<file path="src/rtl/tts_pkg.sv">
// ----------------------------------------------------------------------------
// Tick task scheduler package
// Shared types, codes and constants for the task table, its slot memory,
// the slot update unit and the sequencer.
// ----------------------------------------------------------------------------
package tts_pkg;

    // Default number of task slots.
    localparam int DEF_MAX_TASKS = 16;

    // A dispatch hands out at most this many tasks.
    localparam int RESULT_LIMIT = 16;
    localparam int CNT_W        = $clog2(RESULT_LIMIT + 1);

    // Field widths of the request and result items.
    localparam int MODE_W   = 2;
    localparam int TICKS_W  = 16;
    localparam int HANDLE_W = 16;
    localparam int SIDX_W   = 5;
    localparam int STAT_W   = 2;
    localparam int RIDX_W   = 5;
    localparam int RUNS_W   = 8;

    // Request codes.
    typedef enum logic [MODE_W-1:0] {
        MODE_TICK = 2'd0,
        MODE_ADD  = 2'd1,
        MODE_DEL  = 2'd2,
        MODE_DISP = 2'd3
    } t_mode;

    // Result status codes.
    typedef enum logic [STAT_W-1:0] {
        STAT_OK    = 2'd0,
        STAT_FULL  = 2'd1,
        STAT_RANGE = 2'd2,
        STAT_NONE  = 2'd3
    } t_status;

    // Sequencer states.
    typedef enum logic [1:0] {
        S_IDLE,
        S_WALK,
        S_FINISH
    } t_state;

    // One slot of the task table as held in the slot memory.
    typedef struct packed {
        logic [TICKS_W-1:0]  delay;
        logic [TICKS_W-1:0]  period;
        logic [RUNS_W-1:0]   pending;
        logic [HANDLE_W-1:0] handle;
    } t_slot;

    // Decision of the slot update unit for the slot under work.
    typedef struct packed {
        logic  hit;        // slot taken (add) or dispatched (dispatch)
        logic  wr_en;      // write the updated slot back
        logic  clr_valid;  // one-shot task freed after its run
        t_slot word;       // updated slot contents
    } t_unit_res;

    // Result item without the final-result flag.
    typedef struct packed {
        t_status             status;
        logic [RIDX_W-1:0]   index;
        logic [HANDLE_W-1:0] handle;
    } t_result;

    // Result handed from the sequencer to the output register.
    typedef struct packed {
        logic    valid;
        t_result result;
        logic    last;
    } t_push;

endpackage

</file>
<file path="src/rtl/tts_slot_mem.sv">
// ----------------------------------------------------------------------------
// Slot memory
// One entry per task slot, one write port and one read port with
// registered read data.
// ----------------------------------------------------------------------------
module tts_slot_mem
    import tts_pkg::*;
#(
    parameter int DEPTH = DEF_MAX_TASKS,
    parameter int AW    = (DEPTH > 1) ? $clog2(DEPTH) : 1
) (
    input  logic          i_clk,
    input  logic          i_wr_en,
    input  logic [AW-1:0] i_wr_addr,
    input  t_slot         i_wr_data,
    input  logic          i_rd_en,
    input  logic [AW-1:0] i_rd_addr,
    output t_slot         o_rd_data
);

    t_slot r_mem [DEPTH];
    t_slot r_rd_data;

    // Write port.
    always_ff @(posedge i_clk) begin
        if (i_wr_en) begin
            r_mem[i_wr_addr] <= i_wr_data;
        end
    end

    // Read port; the data holds while no read is issued.
    always_ff @(posedge i_clk) begin
        if (i_rd_en) begin
            r_rd_data <= r_mem[i_rd_addr];
        end
    end

    assign o_rd_data = r_rd_data;

endmodule

</file>
<file path="src/rtl/tts_slot_unit.sv">
// ----------------------------------------------------------------------------
// Slot update unit
// Works out the new contents of one slot for a tick, an add or a dispatch.
// The sequencer runs the slots of the table through this one unit in turn.
// ----------------------------------------------------------------------------
module tts_slot_unit
    import tts_pkg::*;
(
    input  t_mode     i_mode,
    input  logic      i_occupied,
    input  t_slot     i_slot,
    input  t_slot     i_new,
    output t_unit_res o_res
);

    always_comb begin
        o_res      = '0;
        o_res.word = i_slot;
        case (i_mode)
            MODE_TICK: begin
                // Count down, or schedule a run once the delay has expired.
                if (i_occupied) begin
                    o_res.wr_en = 1'b1;
                    if (i_slot.delay == '0) begin
                        if (i_slot.pending != '1) begin
                            o_res.word.pending = i_slot.pending + 1'b1;
                        end
                        if (i_slot.period != '0) begin
                            o_res.word.delay = i_slot.period - 1'b1;
                        end
                    end else begin
                        o_res.word.delay = i_slot.delay - 1'b1;
                    end
                end
            end
            MODE_ADD: begin
                // A free slot takes the new task.
                if (!i_occupied) begin
                    o_res.hit   = 1'b1;
                    o_res.wr_en = 1'b1;
                    o_res.word  = i_new;
                end
            end
            MODE_DISP: begin
                // Hand out one pending run; a one-shot task is then freed.
                if (i_occupied && (i_slot.pending != '0)) begin
                    o_res.hit          = 1'b1;
                    o_res.wr_en        = 1'b1;
                    o_res.word.pending = i_slot.pending - 1'b1;
                    o_res.clr_valid    = (i_slot.period == '0);
                end
            end
            default: begin
                o_res = '0;
            end
        endcase
    end

endmodule

</file>
<file path="src/rtl/tts_sequencer.sv">
// ----------------------------------------------------------------------------
// Task table sequencer
// Holds the slot occupancy bits and walks the slot memory, one slot a cycle
// while not stalled, through the slot update unit, collecting request results.
// ----------------------------------------------------------------------------
module tts_sequencer
    import tts_pkg::*;
#(
    parameter int MAX_TASKS = DEF_MAX_TASKS,
    parameter int IW        = (MAX_TASKS > 1) ? $clog2(MAX_TASKS) : 1
) (
    input  logic                i_clk,
    input  logic                i_rst_n,
    input  logic                i_in_valid,
    output logic                o_in_ready,
    input  logic [MODE_W-1:0]   i_mode,
    input  logic [TICKS_W-1:0]  i_start_delay,
    input  logic [TICKS_W-1:0]  i_repeat_period,
    input  logic [HANDLE_W-1:0] i_task_handle,
    input  logic [SIDX_W-1:0]   i_slot_index,
    input  logic                i_out_free,
    output t_push               o_push,
    output logic                o_rd_en,
    output logic [IW-1:0]       o_rd_addr,
    input  t_slot               i_rd_data,
    output logic                o_wr_en,
    output logic [IW-1:0]       o_wr_addr,
    output t_slot               o_wr_data
);

    localparam int CW = $clog2(MAX_TASKS + 1);
    localparam logic [CW-1:0]     END_IDX  = CW'(MAX_TASKS);
    localparam logic [RIDX_W-1:0] FULL_IDX = RIDX_W'(MAX_TASKS % 32);
    localparam logic [CNT_W-1:0]  CNT_LIM  = CNT_W'(RESULT_LIMIT);

    t_state               r_state, n_state;
    logic [MAX_TASKS-1:0] r_valid, n_valid;
    logic [CW-1:0]        r_rd_idx, n_rd_idx;
    logic                 r_ex_valid, n_ex_valid;
    logic [IW-1:0]        r_ex_idx, n_ex_idx;
    logic                 r_hold_valid, n_hold_valid;
    logic [CNT_W-1:0]     r_cnt, n_cnt;
    t_result              r_hold, n_hold;
    t_mode                r_mode, n_mode;
    t_slot                r_new, n_new;

    t_unit_res            w_unit;
    logic                 w_stall;
    logic                 w_ex_go;
    logic [IW-1:0]        w_del_idx;
    logic [CNT_W-1:0]     w_cnt_inc;

    // Shared slot update unit.
    tts_slot_unit u_unit (
        .i_mode     (r_mode),
        .i_occupied (r_valid[r_ex_idx]),
        .i_slot     (i_rd_data),
        .i_new      (r_new),
        .o_res      (w_unit)
    );

    assign w_del_idx = IW'(i_slot_index);
    assign w_cnt_inc = r_cnt + 1'b1;

    // A dispatch hit must push the held result first, which needs a free
    // output register.
    assign w_stall = r_ex_valid && (r_mode == MODE_DISP) && w_unit.hit
                     && r_hold_valid && !i_out_free;
    assign w_ex_go = r_ex_valid && !w_stall;

    // Next state and outputs.
    always_comb begin
        n_state      = r_state;
        n_valid      = r_valid;
        n_rd_idx     = r_rd_idx;
        n_ex_valid   = r_ex_valid;
        n_ex_idx     = r_ex_idx;
        n_hold_valid = r_hold_valid;
        n_cnt        = r_cnt;
        n_hold       = r_hold;
        n_mode       = r_mode;
        n_new        = r_new;
        o_in_ready   = 1'b0;
        o_push       = '0;
        o_rd_en      = 1'b0;
        o_rd_addr    = r_rd_idx[IW-1:0];
        o_wr_en      = 1'b0;
        o_wr_addr    = r_ex_idx;
        o_wr_data    = w_unit.word;

        case (r_state)
            S_IDLE: begin
                o_in_ready = 1'b1;
                if (i_in_valid) begin
                    n_mode         = t_mode'(i_mode);
                    n_new.delay    = i_start_delay;
                    n_new.period   = i_repeat_period;
                    n_new.pending  = '0;
                    n_new.handle   = i_task_handle;
                    n_rd_idx       = '0;
                    n_ex_valid     = 1'b0;
                    n_cnt          = '0;
                    n_hold_valid   = 1'b0;
                    if (t_mode'(i_mode) == MODE_DEL) begin
                        // A delete only touches the occupancy bit.
                        n_hold.index  = i_slot_index;
                        n_hold.handle = '0;
                        if (32'(i_slot_index) >= MAX_TASKS) begin
                            n_hold.status = STAT_RANGE;
                        end else begin
                            n_hold.status      = STAT_OK;
                            n_valid[w_del_idx] = 1'b0;
                        end
                        n_state = S_FINISH;
                    end else begin
                        n_state = S_WALK;
                    end
                end
            end

            S_WALK: begin
                // Issue the read of the next slot.
                if (!w_stall) begin
                    if (r_rd_idx != END_IDX) begin
                        o_rd_en    = 1'b1;
                        n_ex_valid = 1'b1;
                        n_ex_idx   = r_rd_idx[IW-1:0];
                        n_rd_idx   = r_rd_idx + 1'b1;
                    end else begin
                        n_ex_valid = 1'b0;
                    end
                end

                // Update the slot whose data has come back.
                if (w_ex_go) begin
                    o_wr_en = w_unit.wr_en;
                    if (w_unit.clr_valid) begin
                        n_valid[r_ex_idx] = 1'b0;
                    end
                    if (w_unit.hit && (r_mode == MODE_ADD)) begin
                        n_valid[r_ex_idx] = 1'b1;
                        n_hold.status     = STAT_OK;
                        n_hold.index      = RIDX_W'(r_ex_idx);
                        n_hold.handle     = '0;
                        n_hold_valid      = 1'b1;
                        n_state           = S_FINISH;
                    end
                    if (w_unit.hit && (r_mode == MODE_DISP)) begin
                        if (r_hold_valid) begin
                            o_push.valid  = 1'b1;
                            o_push.result = r_hold;
                            o_push.last   = 1'b0;
                        end
                        n_hold.status = STAT_OK;
                        n_hold.index  = RIDX_W'(r_ex_idx);
                        n_hold.handle = i_rd_data.handle;
                        n_hold_valid  = 1'b1;
                        n_cnt         = w_cnt_inc;
                        if (w_cnt_inc == CNT_LIM) begin
                            n_state = S_FINISH;
                        end
                    end
                end

                // Every slot seen: settle the final result.
                if (!r_ex_valid && (r_rd_idx == END_IDX)) begin
                    n_state = S_FINISH;
                    case (r_mode)
                        MODE_TICK: begin
                            n_hold.status = STAT_OK;
                            n_hold.index  = '0;
                            n_hold.handle = '0;
                        end
                        MODE_ADD: begin
                            n_hold.status = STAT_FULL;
                            n_hold.index  = FULL_IDX;
                            n_hold.handle = '0;
                        end
                        MODE_DISP: begin
                            if (!r_hold_valid) begin
                                n_hold.status = STAT_NONE;
                                n_hold.index  = '0;
                                n_hold.handle = '0;
                            end
                        end
                        default: begin
                            n_hold = r_hold;
                        end
                    endcase
                end
            end

            S_FINISH: begin
                // Hand over the final result of the request.
                if (i_out_free) begin
                    o_push.valid  = 1'b1;
                    o_push.result = r_hold;
                    o_push.last   = 1'b1;
                    n_hold_valid  = 1'b0;
                    n_state       = S_IDLE;
                end
            end

            default: begin
                n_state = S_IDLE;
            end
        endcase
    end

    // Control state.
    always_ff @(posedge i_clk) begin
        if (!i_rst_n) begin
            r_state      <= S_IDLE;
            r_valid      <= '0;
            r_rd_idx     <= '0;
            r_ex_valid   <= 1'b0;
            r_hold_valid <= 1'b0;
            r_cnt        <= '0;
        end else begin
            r_state      <= n_state;
            r_valid      <= n_valid;
            r_rd_idx     <= n_rd_idx;
            r_ex_valid   <= n_ex_valid;
            r_hold_valid <= n_hold_valid;
            r_cnt        <= n_cnt;
        end
    end

    // Request fields and held result.
    always_ff @(posedge i_clk) begin
        r_ex_idx <= n_ex_idx;
        r_hold   <= n_hold;
        r_mode   <= n_mode;
        r_new    <= n_new;
    end

endmodule

</file>
<file path="src/rtl/tick_task_scheduler_table.sv">
// ----------------------------------------------------------------------------
// Tick task scheduler table
// Task table with tick, add, delete and dispatch requests and an output
// register for the results.
// ----------------------------------------------------------------------------
// A tick, an add or a dispatch walks the slot table one slot per cycle,
// unless stalled, through a single slot update unit fed by the one read
// port of the slot memory, so a tick or a full dispatch visits every slot
// and an add stops at the first free slot or walks the whole table when it
// is full. A dispatch gives one result per ready task, at most sixteen, and
// pauses while the output register is still held by the consumer. A new
// request is taken as soon as the last result of the previous one sits in
// the output register. Occupancy bits are cleared by reset, so the table is
// usable in the first cycle after reset.
module tick_task_scheduler_table
    import tts_pkg::*;
#(
    parameter int MAX_TASKS = DEF_MAX_TASKS
) (
    input  logic                i_clk,
    input  logic                i_rst_n,
    input  logic                i_in_valid,
    output logic                o_in_ready,
    input  logic [MODE_W-1:0]   i_mode,
    input  logic [TICKS_W-1:0]  i_start_delay,
    input  logic [TICKS_W-1:0]  i_repeat_period,
    input  logic [HANDLE_W-1:0] i_task_handle,
    input  logic [SIDX_W-1:0]   i_slot_index,
    output logic                o_out_valid,
    input  logic                i_out_ready,
    output logic [STAT_W-1:0]   o_status,
    output logic [RIDX_W-1:0]   o_result_index,
    output logic [HANDLE_W-1:0] o_run_handle,
    output logic                o_last_result
);

    localparam int IW = (MAX_TASKS > 1) ? $clog2(MAX_TASKS) : 1;

    t_push         w_push;
    logic          w_out_free;
    logic          w_rd_en;
    logic [IW-1:0] w_rd_addr;
    t_slot         w_rd_data;
    logic          w_wr_en;
    logic [IW-1:0] w_wr_addr;
    t_slot         w_wr_data;

    logic          r_out_valid;
    t_result       r_out;
    logic          r_out_last;

    assign w_out_free = !r_out_valid || i_out_ready;

    // Sequencer with the shared slot update unit.
    tts_sequencer #(
        .MAX_TASKS (MAX_TASKS),
        .IW        (IW)
    ) u_seq (
        .i_clk           (i_clk),
        .i_rst_n         (i_rst_n),
        .i_in_valid      (i_in_valid),
        .o_in_ready      (o_in_ready),
        .i_mode          (i_mode),
        .i_start_delay   (i_start_delay),
        .i_repeat_period (i_repeat_period),
        .i_task_handle   (i_task_handle),
        .i_slot_index    (i_slot_index),
        .i_out_free      (w_out_free),
        .o_push          (w_push),
        .o_rd_en         (w_rd_en),
        .o_rd_addr       (w_rd_addr),
        .i_rd_data       (w_rd_data),
        .o_wr_en         (w_wr_en),
        .o_wr_addr       (w_wr_addr),
        .o_wr_data       (w_wr_data)
    );

    // Slot contents.
    tts_slot_mem #(
        .DEPTH (MAX_TASKS),
        .AW    (IW)
    ) u_mem (
        .i_clk     (i_clk),
        .i_wr_en   (w_wr_en),
        .i_wr_addr (w_wr_addr),
        .i_wr_data (w_wr_data),
        .i_rd_en   (w_rd_en),
        .i_rd_addr (w_rd_addr),
        .o_rd_data (w_rd_data)
    );

    // Output register valid flag.
    always_ff @(posedge i_clk) begin
        if (!i_rst_n) begin
            r_out_valid <= 1'b0;
        end else if (w_push.valid) begin
            r_out_valid <= 1'b1;
        end else if (i_out_ready) begin
            r_out_valid <= 1'b0;
        end
    end

    // Output register payload.
    always_ff @(posedge i_clk) begin
        if (w_push.valid) begin
            r_out      <= w_push.result;
            r_out_last <= w_push.last;
        end
    end

    assign o_out_valid    = r_out_valid;
    assign o_status       = r_out.status;
    assign o_result_index = r_out.index;
    assign o_run_handle   = r_out.handle;
    assign o_last_result  = r_out_last;

endmodule
</file>
<file path="config.mk">
export PLATFORM = sky130hd
export DESIGN_NAME = tick_task_scheduler_table
export DESIGN_NICKNAME = d
export VERILOG_FILES = /design/src/rtl/tts_pkg.sv /design/src/rtl/tts_slot_mem.sv /design/src/rtl/tts_slot_unit.sv /design/src/rtl/tts_sequencer.sv /design/src/rtl/tick_task_scheduler_table.sv
export SDC_FILE = /design/constraint.sdc
export NUM_CORES = 1
export LEC_CHECK = 0
export BUFFER_PORTS_ARGS = -buffer_cell sky130_fd_sc_hd__buf_4
export CELL_PAD_IN_SITES_DETAIL_PLACEMENT = 1
export CELL_PAD_IN_SITES_GLOBAL_PLACEMENT = 1
export CORE_UTILIZATION = 60
export CTS_BUF_LIST = sky130_fd_sc_hd__clkbuf_4 sky130_fd_sc_hd__clkbuf_8
export DETAILED_ROUTE_END_ITERATION = 10
export PLACE_DENSITY = 0.94
export SLEW_MARGIN = 20
export SYNTH_ARGS = -nofsm -noshare
export SYNTH_HDL_FRONTEND = slang
export SYNTH_SLANG_ARGS = --single-unit
export TNS_END_PERCENT = 20
</file>
<file path="constraint.sdc">
create_clock -name i_clk -period 12.35 [get_ports i_clk]
set_input_delay 2.47 -clock i_clk [delete_from_list [all_inputs] [get_ports i_clk]]
set_output_delay 2.47 -clock i_clk [all_outputs]
set_load 0.02 [all_outputs]
</file>
==> results.txt, run 1 <==
- Outcome: finished, final reports clean
- Fill cells in the final layout number between 5000 and 6000.
* CTS root buf: clkbuf_8
- Setup violations remaining at the end of the flow were counted as 0.
* Worst-path fanout max: 16
- The via count of the first global-routing pass is between 20000 and 30000.
- In this run the static leakage power is 0.0151 uW.
* Worst min path class: flip-flop to flip-flop
- Commonest non-fill, non-tap cell in the layout: edfxtp_1
* Final RePlAce weighted congestion: approximately 0.87
- Clock latency on the worst-skew pair, taken at its later pin, is around 860 ps.
- Largest stage delay on the critical path: slightly below 1000 ps
- Die X: approximately 270 microns
- Min cycle time layout: 5430 ps
* Count of final hold-check violations: 0
* H-tree lvl count: 4
- Remaining antenna violation count after routing: 0
- Achievable Freq: around 180 MHz
- Number of library cell types mapped by synthesis: between 70 and 80
- The final layout contains around 2500 nets.
- HPWL after detailed placement: 62.7 mm
- In this run, the number of DRC markers left after iteration 0 of detailed routing was approximately 5000.
- Hold Worst Slack: 511 ps
* Critical path required time: 12790 ps
- In the global route stage, overall resource usage came out at 0.366.
- Placement-stage worst setup slack: a little under 7000 ps
- STA classifies the critical path endpoint as a flip-flop.
* Maximum number of pins on one net before global-route repair: 71
* R2R Setup Slk: 6920 ps
- Once layout is complete, the utilization of the core stands at 0.679.
- For this run, asynchronously set or reset flops after synthesis account for 0.
- Placed instance area: approximately 45000 sq um
- Number of max-cap violations: 0
- Router iterations before antenna repair: 8
* Clock tree buffer depth: 3
* Drt total wl: 139 mm
* Unrepaired setup endpoints after global routing: false
- Synthesis produced 2219 cells.
- The clock drives around 1100 sinks.
- Across all layers, the routed design uses 26677 vias.
- Final non-filler cell area: 48700 sq um
- Share of the clock period used by the worst path: 0.440
- Total power per unit cell area: about 170 nW/um^2
* Via-to-Cell Ratio: about 7.7
- For this run, the register share of the synthesized area comes to 0.739.
- TritonCTS buffer count: about 170
* Fraction of layout cells with a size suffix above 1: 0.294
- Core region area: between 70000 and 80000 sq um
* CTS Hold Bufs: 0
- Top cells by area, synth: edfxtp_1, mux4_2, dfxtp_1
- Quantity of I/O buffers inserted on ports: 84
- Crit Path Category: flip-flop to flip-flop
- Register bit count reported by yosys: about 1100
* Max stage delay cell, worst path: a21oi_1
* Area delta synth->final: 11.5%
- Post-CTS timing repair inserted 0 buffers for setup.
- For the pin with the worst max-slew slack, the measured transition is between 1000 and 1500 ps.
* Commonest cells after routing, fill and taps aside: edfxtp_1, mux4_2, clkbuf_8
- The Yosys step of the flow raised 0 warnings.
* Initial cell density of the core: 0.608
- Largest area contributor in the netlist: edfxtp_1
- The number of antenna violations at the first check in global routing came to 2.
* Clock Skew: about 60 ps
- Clock-pin slew was measured on the worst setup and hold paths at 100 ps.
- Count of instances resized after the clock tree is built: 0
- Data arrives at the worst endpoint at between 5000 and 6000 ps.
- Buffer and inverter count on the worst path: 1
- Max Transition Viols Final: 0
- TritonCTS clock tree: built
- 85 I/O pins were placed.
* Die area: 73800 sq um
- Number of placement rows: around 100
* Netlist Area Pre-Place: around 44000 sq um
- The number of nets handed over by synthesis was about 2300.
* Vertical extent of the die: between 200 and 300 microns
- Of the post-synthesis cell area, the dominant cell type holds 0.725.
* Most instantiated flip-flop cell in the synthesis netlist: edfxtp_1
- Max rail drop VDD: between 100 and 150 uV
* Post-synthesis average cell area: 19.7 sq um
- On the critical path the largest part of the delay comes from compound AO/OA/AOI/OAI gates.
- The first global-routing pass estimated roughly 190 mm of wire.
- Setup TNS: 0 ps
* Smallest setup slack after layout: between 6000 and 7000 ps
- Worst setup SP type: flip-flop
- In the final routed layout, each cell accounts on average for 40.4 microns.
* Ordered cell list for the critical path: inv_1 > ha_1 > nor4b_1 > nand3_1 > o31a_1 > o21ai_1 > nand2_1 > a21oi_1
* Number of remaining DRC errors: 0
- The total overflow left after global routing is 0.
- Worst slew margin relative to its limit: 0.139
- Number of enable flip-flop cells after synthesis: around 1100
==> layout make-up <==
type | count | area [sq um] | area share
timing repair buffer | 133 | 1050 | 0.0216
antenna | 3 | 7.51 | 0.000154
sequential | 1084 | 32300 | 0.663
clock inverter | 65 | 360 | 0.00740
multi-input combinational | 964 | 11000 | 0.225
inverter | 34 | 128 | 0.00262
clock buffer | 221 | 2730 | 0.0561
tap | 950 | 1190 | 0.0244
==> power breakdown <==
group	internal (uW)	total, uW	leakage, uW	switching, uW
registers	4310	4440	0.00994	136
clock network	1480	3040	0.00162	1560
logic	291	952	0.00354	661
total	6070	8430	0.0151	2360
==> synth_stat cells, types with 3 or more instances <==
master,instances
nor3b_1,3
a22oi_1,63
o211ai_1,10
a31oi_1,14
inv_1,32
nand2_1,51
buf_1,26
nor2_1,99
or4_1,8
or2_2,5
o31ai_1,5
a32oi_1,13
nor2b_1,11
nand3_1,29
a21o_1,4
dfxtp_1,31
o32ai_1,9
a311oi_1,6
nand4_1,12
xor2_1,12
mux4_2,282
nor3_1,31
and2_1,28
buf_2,10
mux4_1,3
o21ai_0,55
a21oi_1,58
buf_6,4
nand2b_1,6
mux2i_1,13
o22ai_1,24
xnor2_1,7
or3_1,7
clkbuf_1,96
ha_1,19
edfxtp_1,1053
o31a_1,3
nor4_1,11
and4_1,18
==> cell families (layout without fill, tap and decap cells) <==
| logic type | count (synthesis) | count (layout) | share of synthesized area |
|---|---|---|---|
| DFF | 1084 | 1084 | 0.739 |
| and+or+nand+nor | 334 | 334 | 0.0399 |
| muxes | 300 | 300 | 0.151 |
| AOI/OAI and AO/OA | 292 | 292 | 0.0449 |
| buffers and inverters | 171 | 453 | 0.0158 |
| adders and majority gates | 19 | 19 | 0.00545 |
| xor gates and xnor gates | 19 | 19 | 0.00381 |
| other | 0 | 3 | 0 |
==> worst min-delay path, delay by kind of cell, from the launching register on <==
kind / cells / cell delay (ps)
simple gates: 1 / 60
compound gates: 1 / 70
flops: 1 / 330
==> flip-flops by register name (all words and copies together), names as in the netlist, 5 cells and up <==
register	flops
u_seq.r_cnt	5
u_seq.r_valid	16
o_result_index	5
u_mem.o_rd_data	56
u_seq.r_rd_idx	5
u_mem.r_mem	896
o_run_handle	16
u_seq.r_hold	23
u_seq.r_new	48
==> through the flow <==
stage               power, uW  std cells
floorplan                5000       2219
global placement         5250       3161
CTS                      8320       3447
finish                   8430       3454
detailed placement       5340       3161
global route             8590       3452
==> layer usage <==
metal	vias up	routed length, microns	track usage
li1	9604	-	-
met1	13423	46900	0.484
met2	2957	65300	0.563
met3	691	18800	0.100
met4	2	8510	0.192
met5	-	15	0
==> worst paths after layout <==
kind,end,cells after the start,startpoint
worst max-delay path,u_mem.r_mem[1][48],8,u_mem.o_rd_data[40]
worst min-delay path,u_seq.r_valid[9],2,u_seq.r_valid[9]
worst min register to register,u_seq.r_valid[9],2,u_seq.r_valid[9]
worst max register to register,u_mem.r_mem[1][48],8,u_mem.o_rd_data[40]
No activity file was read; power rests on OpenSTA's default activity.
==> run 2: changes to the inputs <==
--- a/config.mk
+++ b/config.mk
@@ -5,13 +5,14 @@
 export SDC_FILE = /design/constraint.sdc
 export NUM_CORES = 1
 export LEC_CHECK = 0
+export ABC_AREA = 1
 export BUFFER_PORTS_ARGS = -buffer_cell sky130_fd_sc_hd__buf_4
 export CELL_PAD_IN_SITES_DETAIL_PLACEMENT = 1
 export CELL_PAD_IN_SITES_GLOBAL_PLACEMENT = 1
-export CORE_UTILIZATION = 60
+export CORE_UTILIZATION = 48
 export CTS_BUF_LIST = sky130_fd_sc_hd__clkbuf_4 sky130_fd_sc_hd__clkbuf_8
 export DETAILED_ROUTE_END_ITERATION = 10
-export PLACE_DENSITY = 0.94
+export PLACE_DENSITY = 0.87
 export SLEW_MARGIN = 20
 export SYNTH_ARGS = -nofsm -noshare
 export SYNTH_HDL_FRONTEND = slang
==> constraint.sdc (replaced) <==
create_clock -name i_clk -period 4.6 [get_ports i_clk]
set_input_delay 0.92 -clock i_clk [delete_from_list [all_inputs] [get_ports i_clk]]
set_output_delay 0.92 -clock i_clk [all_outputs]
set_load 0.02 [all_outputs]
==> run 2 against run 1 <==
Net effect:
- combinational power grew to 3.0 times the previous value
- maximum frequency is 28% higher
- clock skew is 5.4 ps lower
- register-to-register slack worse by 6600 ps
- sequential power grew to 2.7 times the previous value
- total power grew to 2.7 times the previous value
- cell count is 49% higher
- worst hold slack worse by 280 ps
- critical path depth is 4 higher
- worst setup slack worse by 6600 ps
- critical path type unchanged
==> results.txt, run 2 <==
- The flow ran to the end, and the final reports show no timing, DRC or antenna violations.
- The clock period could shrink to between 4000 and 5000 ps.
- Flip-flop count of the largest register, all copies and words added: about 900
- Wires add up to 148 mm.
* Post-synthesis average cell area: between 10 and 15 sq um
* Vertical extent of the die: between 300 and 400 microns
- Of the total power, combinational logic draws 0.122.
- Yosys printed 0 warnings.
- Buffers placed on the I/O ports in this run total 84.
- Max stage delay cell, worst path: nor2_1
- STA classifies the critical path startpoint as a flip-flop.
- Core region area: between 90000 and 100000 sq um
* Number of standard cells after synthesis: between 3000 and 4000
- Counting the fill cells in the layout gives around 9000.
* Commonest cells after routing, fill and taps aside: edfxtp_1, nor2_1, o21ai_0
- Hold Path Sink: u_seq.r_new[49]
- Count of final hold-check violations: 0
- Summing every instance area after synthesis gives ~45000 sq um.
* Worst slew margin relative to its limit: 0.137
- For the worst-skew pair, the clock arrives at the later sink with an insertion delay of between 800 and 900 ps.
- Total track usage: 0.297
* Global-route wire length before repair: 210 mm
* Number of instances in the placed design: between 4000 and 5000
* Crit path arrival time: 4710 ps
- Fraction of layout cells with a size suffix above 1: 0.127
- Post-synth net total: 3750
- Initial DRC count: about 4800
- In this run the worst path has a maximum fanout of 16.
- Placement-stage worst setup slack: approximately 570 ps
- Initial cell density of the core: 0.487
- Number of library cell types mapped by synthesis: between 40 and 50
* Router iterations before antenna repair: 6
* Achievable Freq: roughly 240 MHz
- Remaining antenna violation count after routing: 0
- Number of remaining DRC errors: 0
- Register bit count reported by yosys: roughly 1100
- Final setup viols: 0
- The clock drives roughly 1100 sinks.
- Hold Worst Slack: ~230 ps
- RR Startpoint: u_mem.o_rd_data[41]
- The count of cells in the finished layout, fillers not included, comes to roughly 5100.
- TritonCTS built the clock tree.
* Count of instances resized after the clock tree is built: 0
* CTS root buf: clkbuf_8
- Internal Pwr Total: 16400 uW
- Leakage power figure: ~0.017 uW
- Total power per unit cell area: between 400 and 500 nW/um^2
- Instance count along the most critical hold path: 1
- Most numerous cell in the Yosys netlist: edfxtp_1
- The share of synthesized area in the top cell type comes to 0.705.
* Switching part of the total: 0.286
- Core occupancy in the finished layout: 0.546
- IR analysis of the VDD net gives a maximum drop of ~280 uV.
- Die X: around 310 microns
- Clock Skew: between 50 and 60 ps
- STA classifies the critical path endpoint as a flip-flop.
- The worst hold path begins at i_start_delay[9].
- Register Area: around 32000 sq um
- Via count of the first global-routing pass: ~34000
- The register with the most flip-flops in the final layout is u_mem.r_mem.
- Of all cell types, the one taking the most synthesized area is edfxtp_1.
- CTS Hold Bufs: 0
- Commonest non-fill, non-tap cell in the layout: edfxtp_1
- The multi-input combinational cells in the finished layout cover a total of 11100 sq um.
* Ordered cell list for the critical path: inv_1 > ha_1 > inv_1 > nor2_1 > nand4_1 > nor2_1 > nand3_1 > nor2_2 > o21ai_0 > o211ai_1 > a21oi_1 > nor2_1
- Synth async-reset ratio: 0
- Setup Buffers After CTS: 0
- Global routing finished with a remaining overflow of 0.
- Number of max-cap violations: 0
* Clock transition at the registers of the reported paths: about 70 ps
- For this design the total switching power over the nets is 6560 uW.
- Counting cells, the worst reg-to-reg path comes to 12.
- The tightest min-delay check is of the input port to flip-flop type.
* Final RePlAce weighted congestion: between 0.9 and 1
- Critical path required time: just over 5000 ps
* Clock network fraction of design power: 0.358
* Initial antenna violation count: 2
- Dividing the detail-routed via count by the number of cells gives ~6.5.
* Maximum number of pins on one net before global-route repair: around 190
- For this run, the leading register cell type out of synthesis is edfxtp_1.
- HPWL after detailed placement: approximately 80 mm
* Final non-filler cell area: about 50000 sq um
- By area the synthesized netlist is led by edfxtp_1, o21ai_0, nor2_1.
- Count of nets after finishing: 3847
- Of the total power, registers draw 0.520.
* Area delta synth->final: 12.1%
* Die area: 94600 sq um
- 85 I/O pins were placed.
* Endpoint of the lowest-slack register-to-register path: u_mem.r_mem[8][46]
- Critical Path Most Common Cell: nor2_1
- At the pin with the least slew margin, the transition time is ~1300 ps.
- In the finished design, the share of the clock period the worst path needs comes to 0.921.
* Max Transition Viols Final: 0
- In the final routed layout, each cell accounts on average for 28.8 microns.
- The largest single stage delay on the critical path is 970 ps.
- Unrepaired setup endpoints after global routing: false
- Placed instance area: 46900 sq um
- Number of enable flip-flop cells after synthesis: around 1100
* R2R Setup Slk: 360 ps
- Of the synthesized area, sequential elements account for 0.719.
* Crit Path Category: flip-flop to flip-flop
* Via count: 33314
- After layout, the worst setup slack is 364 ps.
- After synthesis, the most frequently instantiated cells are edfxtp_1, nor2_1, o21ai_0.
* Clock tree buffer depth: 3
- Row generation in the floorplan step produced approximately 110 rows.
- TritonCTS buffer count: 171
- H-tree lvl count: 4
-- run 2: worst max-delay path, delay by kind of cell (launching register included) --
family                     cells  cell delay, ps
adders and majority gates      1             230
and+or+nand+nor                6            2330
AOI/OAI and AO/OA              3             540
DFF                            1             490
buffers and inverters          2             220
-- run 2: cell type report --
| cell class | count | share of cell area |
|---|---|---|
| antenna | 1 | 0.0000498 |
| clock buffer | 220 | 0.0545 |
| clock inverter | 89 | 0.0106 |
| inverter | 184 | 0.0141 |
| multi-input combinational | 2174 | 0.222 |
| sequential | 1084 | 0.642 |
| tap | 1243 | 0.0310 |
| timing repair buffer | 154 | 0.0260 |
-- run 2: worst max path at each step --
stage                        start                   to  slack (ps)
5_1_grt         u_seq.o_wr_addr[0]   u_mem.r_mem[2][55]         370
6_report       u_mem.o_rd_data[41]   u_mem.r_mem[8][46]         360
4_1_cts         u_seq.o_wr_addr[0]  u_mem.r_mem[11][40]         550
3_3_place_gp    u_seq.o_wr_addr[0]   u_mem.r_mem[2][38]         990
3_5_place_dp    u_seq.o_wr_addr[0]  u_mem.r_mem[14][40]         570
2_1_floorplan   u_seq.o_wr_addr[0]   u_mem.r_mem[11][0]         -50
-- run 2: power groups by stage --
stage	Combinational, uW	Clock [uW]	Sequential [uW]
finish	2810	8210	11900
global route	2980	8580	11900
CTS	2670	8060	11900
detailed placement	2630	0	12100
global placement	2410	0	12100
floorplan	1670	0	11900
-- run 2: logic make-up after synthesis --
logic type / share of synthesized area
and+or+nand+nor: 0.110
DFF: 0.719
AOI/OAI and AO/OA: 0.125
buffers and inverters: 0.0361
xor gates and xnor gates: 0.00449
adders and majority gates: 0.00530
-- run 2: metal layers --
metal / global-route usage / vias to the layer above / routed length (microns)
li1: - / 13655 / -
met1: 0.364 / 16637 / 53300
met2: 0.495 / 2390 / 71700
met3: 0.0643 / 626 / 15100
met4: 0.153 / 6 / 8280
met5: 0 / - / 45
-- run 2: metrics by stage --
stage	setup TNS [ps]	power, uW
CTS	0	22600
finish	0	22900
floorplan	-26780	13600
detailed placement	0	14700
global route	0	23500
global placement	0	14500
